--- src/hdl/dsms_pkg.sv ---
`timescale 1ns / 1ps
// ----------------------------------------------------------------------------
// Decimal split modular power sum: shared package
// Constants, reduction factors and state types used across the block.
// ----------------------------------------------------------------------------
package dsms_pkg;

  localparam int NUM_BITS_DEF = 63;
  localparam int QUEUE_DEPTH_DEF = 2;
  localparam int RES_W = 30;

  localparam logic [RES_W-1:0] MOD_P = 30'd1000000007;
  localparam logic [30:0] BARRETT_MU = 31'd1152921496;

  typedef enum logic [1:0] {
    F_IDLE,
    F_CONV,
    F_SCAN,
    F_PUSH
  } front_state_t;

  typedef enum logic [1:0] {
    B_IDLE,
    B_CHECK,
    B_WAIT,
    B_SUM
  } back_state_t;

endpackage

--- src/hdl/dsms_queue.sv ---
`timescale 1ns / 1ps
// ----------------------------------------------------------------------------
// Decimal split modular power sum: work queue
// A short first-in first-out store between the front end and the back end.
// ----------------------------------------------------------------------------
module dsms_queue #(
  parameter int WIDTH = 8,
  parameter int DEPTH = dsms_pkg::QUEUE_DEPTH_DEF
) (
  input  logic             clk,
  input  logic             rst_n,
  input  logic             wr_valid,
  output logic             full,
  input  logic [WIDTH-1:0] wr_data,
  output logic             rd_valid,
  input  logic             rd_pop,
  output logic [WIDTH-1:0] rd_data
);
  import dsms_pkg::*;

  localparam int PTR_W = (DEPTH > 1) ? $clog2(DEPTH) : 1;
  localparam int CNT_W = $clog2(DEPTH + 1);

  logic [WIDTH-1:0] mem_r [DEPTH];
  logic [PTR_W-1:0] wr_ptr_r, wr_ptr_nxt;
  logic [PTR_W-1:0] rd_ptr_r, rd_ptr_nxt;
  logic [CNT_W-1:0] count_r, count_nxt;
  logic             do_wr;
  logic             do_rd;

  assign full     = (count_r == CNT_W'(DEPTH));
  assign rd_valid = (count_r != '0);
  assign do_wr    = wr_valid && !full;
  assign do_rd    = rd_pop && rd_valid;
  assign rd_data  = mem_r[rd_ptr_r];

  always_comb begin
    wr_ptr_nxt = wr_ptr_r;
    rd_ptr_nxt = rd_ptr_r;
    count_nxt  = count_r;
    if (do_wr) begin
      wr_ptr_nxt = (wr_ptr_r == PTR_W'(DEPTH - 1)) ? '0 : wr_ptr_r + 1'b1;
    end
    if (do_rd) begin
      rd_ptr_nxt = (rd_ptr_r == PTR_W'(DEPTH - 1)) ? '0 : rd_ptr_r + 1'b1;
    end
    if (do_wr && !do_rd) begin
      count_nxt = count_r + 1'b1;
    end else if (do_rd && !do_wr) begin
      count_nxt = count_r - 1'b1;
    end
  end

  always_ff @(posedge clk) begin
    if (!rst_n) begin
      wr_ptr_r <= '0;
      rd_ptr_r <= '0;
      count_r  <= '0;
    end else begin
      wr_ptr_r <= wr_ptr_nxt;
      rd_ptr_r <= rd_ptr_nxt;
      count_r  <= count_nxt;
    end
    if (do_wr) begin
      mem_r[wr_ptr_r] <= wr_data;
    end
  end

endmodule

--- config.mk ---
export PLATFORM = sky130hd
export DESIGN_NAME = dsms_queue
export DESIGN_NICKNAME = d
export VERILOG_FILES = /design/src/hdl/dsms_pkg.sv /design/src/hdl/dsms_queue.sv
export SDC_FILE = /design/constraint.sdc
export NUM_CORES = 1
export LEC_CHECK = 0
export BUFFER_PORTS_ARGS = -buffer_cell sky130_fd_sc_hd__buf_4
export CAP_MARGIN = 40
export CORE_MARGIN = 5
export CORE_UTILIZATION = 45
export CTS_BUF_LIST = sky130_fd_sc_hd__clkbuf_8 sky130_fd_sc_hd__clkbuf_16
export CTS_CLUSTER_DIAMETER = 30
export DETAILED_ROUTE_END_ITERATION = 6
export PLACE_DENSITY_LB_ADDON = 0.1
export SETUP_SLACK_MARGIN = 0.2
export SYNTH_ARGS = -nofsm -noshare
export SYNTH_HDL_FRONTEND = slang
export SYNTH_SLANG_ARGS = --single-unit
export TNS_END_PERCENT = 30
--- constraint.sdc ---
create_clock -name clk -period 1.82 [get_ports clk]
set_input_delay 0.182 -clock clk [delete_from_list [all_inputs] [get_ports clk]]
set_output_delay 0.182 -clock clk [all_outputs]
set_load 0.02 [all_outputs]
==> metrics, run 1 <==
VDD IR max=0.0008290 V; global route total overflow=0; Hold WS=~110 ps; die height=~52 µm; reg-to-reg endpoint=count_r[1]; # Max-Cap Violations=0; run status=complete, no violations; via count=roughly 480; Crit path required time=2010 ps; initial antenna violation count=0; Most used DFF post-synth=edfxtp_1; Avg WL per Cell=roughly 12 µm; hold endpoint=mem_r[1][5]; Setup crit end kind=flip-flop; delay-heaviest family, CP=simple AND/OR/NAND/NOR gates; hold path cells=1; first-pass GRT wire length=1883 µm; I/O pin count=22; CTS tree=built; vias in the first global route=447; H-tree Lvls=1; CTS root buf=clkbuf_8; chip width=approximately 52 µm; largest net degree at the start of global routing=13; Slew Limit Fails=0; setup TNS=0 ps; Clock transition at path regs=70 ps; First DRT Iteration DRCs=11; core region area=1708 µm²; Max stage delay on crit path=390 ps; Final Cycle Share=84.22%; slew margin rel.=75.42%; final wirelength=around 1200 µm; WS Path Type=reg -> reg; r2r startpoint=count_r[0]; flops & latches, synth=21; # diodes=0; IO Port Bufs=21; sequential share of the synthesized area=72.05%; post-DP HPWL=926 µm; largest area contributor in the netlist=edfxtp_1; fmax=0.6524 GHz; post-CTS setup buffer count=0; cts bufs inserted=3; final setup vio count=0; cells along the critical path=nand2b_1 > inv_2 > nor2_1 > ha_1 > or3_1 > a21oi_1; reg-to-reg slack, setup=290 ps; post-CTS sizing=0; area grow syn2layout=30.59%; RSZ-0062 raised after global routing=no; Routed Antenna Nets=0; fin nets=slightly above 90; Worst Reg-to-Reg Cells=6; worst slew pin tran=368.6 ps; most common library cells after synthesis=edfxtp_1, mux2_2, dfxtp_1; Worst-Skew Late Latency=between 200 and 300 ps; Post-Syn Area per Cell=15.80 µm²; Clock Path Buffers=2; worst-path maximum fanout=5; critical path's slowest cell=or3_1; hold buffer count at CTS=0; FFs w/ async S/R, synth=0%; share of layout cells above drive strength 1=50.65%; first-pass detailed-route iteration total=4; synth unique cells=17; Clock Skew=0.7512 ps; Hold WC Path Type=in -> reg; most frequent cell after synthesis=edfxtp_1; top cell type's share of synthesized area=59.63%; Worst Path Buf+Inv=1; Post-Syn Nets=64; LEAKAGE=0.0004281 µW; gpl congestion=around 0.72; Num Clock Sinks=21; count of mapped cells out of synthesis=51; startpoint types=flip-flop; WP data arrival=1720 ps; number of flops mapped to enable cells by yosys=16; Tot GR Track Use=9.903%; vias per cell=~4.7; fin crit period=1533 ps; die footprint=approximately 2700 µm²; Final Hold Vio Count=0; worst hold start=wr_data[5]; number of remaining DRC errors=0; Post-Syn Area=805.8 µm²; Synth Warn #=0; pwr dens=1421 nW/µm²; synth top area cells=edfxtp_1, dfxtp_1, mux2_2; # rows=15; Initial Utilization=47.18%
[power by group]
group	switching, µW	internal [µW]	total, µW	leakage [µW]
combinational	266	263	529	0.000212
sequential	61.2	614	675	0.000191
clock	139	152	291	0.0000255
[sequential cells by signal (all words and copies together) (netlist names), named ones only]
name,count
count_r,2
mem_r,16
rd_ptr_r,1
wr_ptr_r,1
[cells in the final DEF (no fill, tap or decap), types with 2 or more instances in the layout]
cell	count
buf_4	23
clkbuf_8	3
dfxtp_1	4
edfxtp_1	16
inv_1	2
mux2_2	8
nor2_1	4
xor2_1	3
[kinds of logic after synthesis]
| logic type | synth area share, % |
|---|---|
| buffers and inverters | 2.018 |
| AO/OA/AOI/OAI | 3.727 |
| multiplexers | 11.18 |
| flip-flops | 72.05 |
| XOR/XNOR | 3.261 |
| adder cells (fa/ha/maj) | 1.553 |
| AND/OR/NAND/NOR | 6.213 |
[per-layer routing]
layer	wire [µm]	GRT usage, %
met5	0	0
met4	8	6.383
met3	84	1.709
met2	669	16.12
met1	480	11.95
[metrics by stage]
| step | setup WS (ps) | power [µW] | instances | util, % | area, µm² |
|---|---|---|---|---|---|
| after detailed placement | 258.0 | 1214 | 98 | 58.83 | 1005 |
| after floorplan | 226.3 | 1009 | 51 | - | 805.8 |
| after global routing | 201.9 | 1583 | 102 | 61.61 | 1052 |
| final | 287.3 | 1495 | 102 | 61.61 | 1052 |
| after CTS | 241.8 | 1511 | 102 | 61.54 | 1051 |
| after global placement | 294.5 | 1203 | 98 | 58.83 | 1005 |
[area by class of cell]
class,instances,area (µm²)
fillers,150,655.6
flip-flops and latches,21,581.8
multi-input cells,26,209.0
repair buffers,23,172.7
clock buffers,3,41.29
well taps,25,31.28
inverters,3,11.26
clock inverters,1,5.005
[worst max path at each step]
stage / from / to / slack (ps) / depth (start not counted)
2_1_floorplan: count_r[0] / count_r[1] / 230 / 6
3_3_place_gp: count_r[0] / count_r[1] / 290 / 6
3_5_place_dp: count_r[0] / count_r[1] / 260 / 6
4_1_cts: count_r[0] / count_r[1] / 240 / 6
5_1_grt: count_r[0] / count_r[1] / 200 / 6
6_report: count_r[0] / count_r[1] / 290 / 6
(Power assumes the default switching activity.)
==> inputs of run 2 (changes only) <==
clock period = 1.5 ns   (was 1.82 ns; I/O delays follow)
==> run 2 against run 1 <==
Effect of this change:
- combinational power is 58% higher
- power is 35% higher
- count of clock-buffer cells in the layout stayed put
- via count is 4.8% higher
- first-iteration DRC count is 73% lower
- global-route usage is 1.5 points higher
- register-to-register slack worse by 210 ps
- critical path depth is 1 higher
- routed wire length is 3.7% higher
- largest cell class unchanged
- highest routed layer unchanged
==> metrics, run 2 (synthesis results as in run 1) <==
area grow syn2layout=43.17%; Clock Skew=1.605 ps; Num Clock Sinks=21; WP data arrival=1560 ps; slew margin rel.=83.75%; first-pass GRT wire length=between 2000 and 2500 µm; Clock Path Buffers=2; placed cell area=1031 µm²; vias per cell=4.664; Most flops, register=mem_r; area taken by multi-input logic gates=261.5 µm²; commonest cells after routing, fill and taps aside=buf_4, edfxtp_1, mux2_2; die height=between 50 and 60 µm; H-tree Lvls=1; Setup crit end kind=flip-flop; share of layout cells above drive strength 1=64.63%; Clock transition at path regs=70 ps; gpl congestion=0.6622; fin nets=96; register area=589.3 µm²; chip width=around 52 µm; # Max-Cap Violations=0; Initial Utilization=47.18%; Slew Limit Fails=0; core region area=1708 µm²; Final Hold Vio Count=0; RSZ-0062 raised after global routing=yes; final setup vio count=0; largest net degree at the start of global routing=12; via count=roughly 500; Finished Cell Area=~1200 µm²; fmax=around 0.7 GHz; worst slew pin tran=241.3 ps; global route total overflow=0; Hold WC Path Type=in -> reg; CTS root buf=clkbuf_8; Routed Antenna Nets=0; VDD IR max=0.001024 V; I/O pin count=22; Crit path required time=1640 ps; number of flip-flops in the largest register=16; worst-path maximum fanout=4; First DRT Iteration DRCs=3; pwr dens=1746 nW/µm²; startpoint types=flip-flop; vias in the first global route=between 500 and 600; IO Port Bufs=21; Hold WS=80.91 ps; Final Cycle Share=between 90% and 100%; post-DP HPWL=966.7 µm; run status=complete, no violations; total power=about 2000 µW; # rows=15; WS Path Type=reg -> reg; most common cell after layout, fill and taps aside=buf_4; Regs by FF count=mem_r (16), count_r (2); final wirelength=1289 µm; # diodes=0; CTS tree=built; Tot GR Track Use=11.41%; number of fill cells=125; LEAKAGE=0.0004644 µW; Worst-Skew Late Latency=250 ps; cts bufs inserted=3; first-pass detailed-route iteration total=2; number of remaining DRC errors=0; fin crit period=1421 ps; Avg WL per Cell=12.05 µm; setup TNS=0 ps; die footprint=2737 µm²; initial antenna violation count=0
-- run 2: worst max-delay path: stages, from the launching register on --
cell	delay [ps]
dfxtp_4	360
nand2b_4	140
clkinv_4	50
nor2_4	90
ha_4	210
buf_4	130
o21ai_0	230
a21oi_2	90
-- run 2: area by class of cell --
| type | instances | area share (%) |
|---|---|---|
| clock buffer | 3 | 3.579 |
| clock inverter | 1 | 0.3254 |
| inverter | 3 | 1.410 |
| multi-input combinational | 26 | 22.67 |
| sequential | 21 | 51.08 |
| tap | 25 | 2.711 |
| timing repair buffer | 28 | 18.22 |
-- run 2: timing repair --
item                       CTS  global route
pin swaps                    4             4
gates resized for setup     11             3
hold buffers                 0             0
setup buffers                4             0
setup endpoints to repair    9            26
-- run 2: power breakdown --
| part | leakage (µW) | total [µW] | switching, µW | internal (µW) |
|---|---|---|---|---|
| clock network | 0.0000269 | 340 | 158 | 182 |
| registers | 0.000192 | 840 | 82.0 | 758 |
| logic | 0.000245 | 834 | 381 | 453 |
| total | 0.000464 | 2010 | 621 | 1390 |
-- run 2: per-stage QoR --
stage               std cells  worst slack [ps]  utilization (%)
global placement           99             62.43            60.37
CTS                       107             56.30            67.03
finish                    107             79.27            67.55
global route              107             8.117            67.55
detailed placement         99            -45.83            60.37
floorplan                  51             73.22                -
-- run 2: worst paths after layout --
| kind | cells after the start | start | endpoint | slack [ps] |
|---|---|---|---|---|
| worst min-delay path | 1 | wr_data[7] | mem_r[1][7] | 80 |
| worst min register to register | 2 | rd_ptr_r | rd_ptr_r | 510 |
| worst max register to register | 7 | count_r[0] | count_r[1] | 80 |
| worst max-delay path | 7 | count_r[0] | count_r[1] | 80 |
-- run 2: metal layers --
| metal | up-vias | wire length (µm) | GRT usage, % |
|---|---|---|---|
| li1 | 245 | - | - |
| met1 | 237 | 528 | 12.48 |
| met2 | 15 | 692 | 20.66 |
| met3 | 2 | 59 | 3.419 |
| met4 | 0 | 8 | 3.830 |
| met5 | - | 0 | 0 |
==> inputs of run 3 (changes only) <==
clock period = 1.4 ns   (was 1.5 ns; I/O delays follow)
==> run 3 against run 2 <==
Effect of this change:
- the flow now finishes with violations (setup timing)
- global-route usage increased by 1.3 points
- hold slack got worse by 16 ps
- power increased by 20%
- first-iteration DRC count increased to 3.7 times the previous value
==> metrics, run 3 (synthesis results as in run 1) <==
run status=complete, but fails checks; failing checks=setup timing; fmax=0.6946 GHz; hold path cells=1; H-tree Lvls=1; hold buffer count at CTS=0; Slew Limit Fails=0; number of remaining DRC errors=0; worst hold start=wr_data[6]; via count=510; r2r startpoint=count_r[0]; first-pass detailed-route iteration total=4; IO Port Bufs=21; vias in the first global route=561; chip width=around 52 µm; WP data arrival=between 1000 and 1500 ps; vias per cell=between 4 and 5; number of flip-flops in the largest register=16; pwr dens=1939 nW/µm²; fin nets=100; Initial Utilization=47.18%; worst-path maximum fanout=4; met2 wire length=866 µm; Routed Antenna Nets=0; Clock Path Buffers=2; CTS tree=built; Final WS setup=-39.65 ps; Hold WS=approximately 65 ps; RSZ-0062 raised after global routing=yes; CTS root buf=clkbuf_8; total power=2426 µW; core region area=1708 µm²; LEAKAGE=0.0005203 µW; Worst Reg-to-Reg Cells=6; Most flops, register=mem_r; slew margin rel.=84.93%; share of layout cells above drive strength 1=65.12%; first-pass GRT wire length=between 2000 and 2500 µm; # diodes=0; initial antenna violation count=0; largest net degree at the start of global routing=13; cts bufs inserted=3; Final Hold Vio Count=0; Num Clock Sinks=21; post-DP HPWL=1077 µm; WS Path Type=reg -> out; top layer in use=met3; global route total overflow=0; final wirelength=1575 µm; Avg WL per Cell=14.19 µm; # Max-Cap Violations=0; VDD IR max=0.001217 V; First DRT Iteration DRCs=11; I/O pin count=22; Setup crit end kind=output pin; most common cell after layout, fill and taps aside=buf_4; Worst-Skew Late Latency=250 ps; Crit path required time=about 1300 ps; metal3 WL=81 µm; Final Cycle Share=102.8%; die footprint=about 2700 µm²; number of fill cells=~120; Hold WC Path Type=in -> reg; M1 WL=626 µm; gpl congestion=~0.7; # rows=15; startpoint types=flip-flop; worst slew pin tran=223.6 ps; final setup vio count=8; Setup WS pre-CTS=-71.83 ps; Clock Skew=7.188 ps; fin crit period=1440 ps; Tot GR Track Use=12.67%; die height=about 52 µm; Crit. Startpoint=count_r[0]; Regs by FF count=mem_r (16), count_r (2); commonest cells after routing, fill and taps aside=buf_4, edfxtp_1, buf_6; setup TNS=-128.6 ps; Clock transition at path regs=approximately 80 ps; area grow syn2layout=55.28%
-- run 3: what timing repair did --
item / CTS / global route
gates resized for setup: 27 / 6
buffers inserted: 3 / 2
cloned: 0 / 0
pin swaps: 3 / 5
endpoints found under the setup margin: 28 / 29
-- run 3: cell type report --
type | count | area (µm²) | area share [%]
clock buffer | 3 | 41.29 | 3.300
clock inverter | 1 | 5.005 | 0.4000
inverter | 3 | 16.27 | 1.300
multi-input combinational | 26 | 279.0 | 22.30
sequential | 21 | 589.3 | 47.10
tap | 25 | 31.28 | 2.500
timing repair buffer | 32 | 289.0 | 23.10
-- run 3: per-layer routing --
layer / vias up / global-route usage (%)
met5: - / 0
met4: 0 / 2.553
met3: 0 / 2.849
met2: 17 / 24.79
met1: 240 / 13.55
li1: 253 / -
-- run 3: path summary, 6_finish.rpt --
check / slack, ps / to
worst min-delay path: 70 / mem_r[0][6]
worst max register to register: -40 / count_r[1]
worst min register to register: 520 / rd_ptr_r
worst max-delay path: -40 / rd_valid
-- run 3: through the flow --
step	area, µm²	utilization [%]	cells
after floorplan	824.5	-	51
after global placement	1054	61.69	102
after detailed placement	1054	61.69	102
after CTS	1219	71.36	109
after global routing	1251	73.26	111
final	1251	73.26	111
-- run 3: critical path, cell delays in order (launching register included) --
cell and delay (ps):
dfxtp_4 360, buf_4 130, buf_4 120, or2_2 300, buf_6 140
-- run 3: report_power, final --
group	leakage [µW]	switching (µW)	internal [µW]
sequential	0.000192	111	813
combinational	0.000302	456	664
clock	0.0000255	184	198
total	0.000520	751	1670
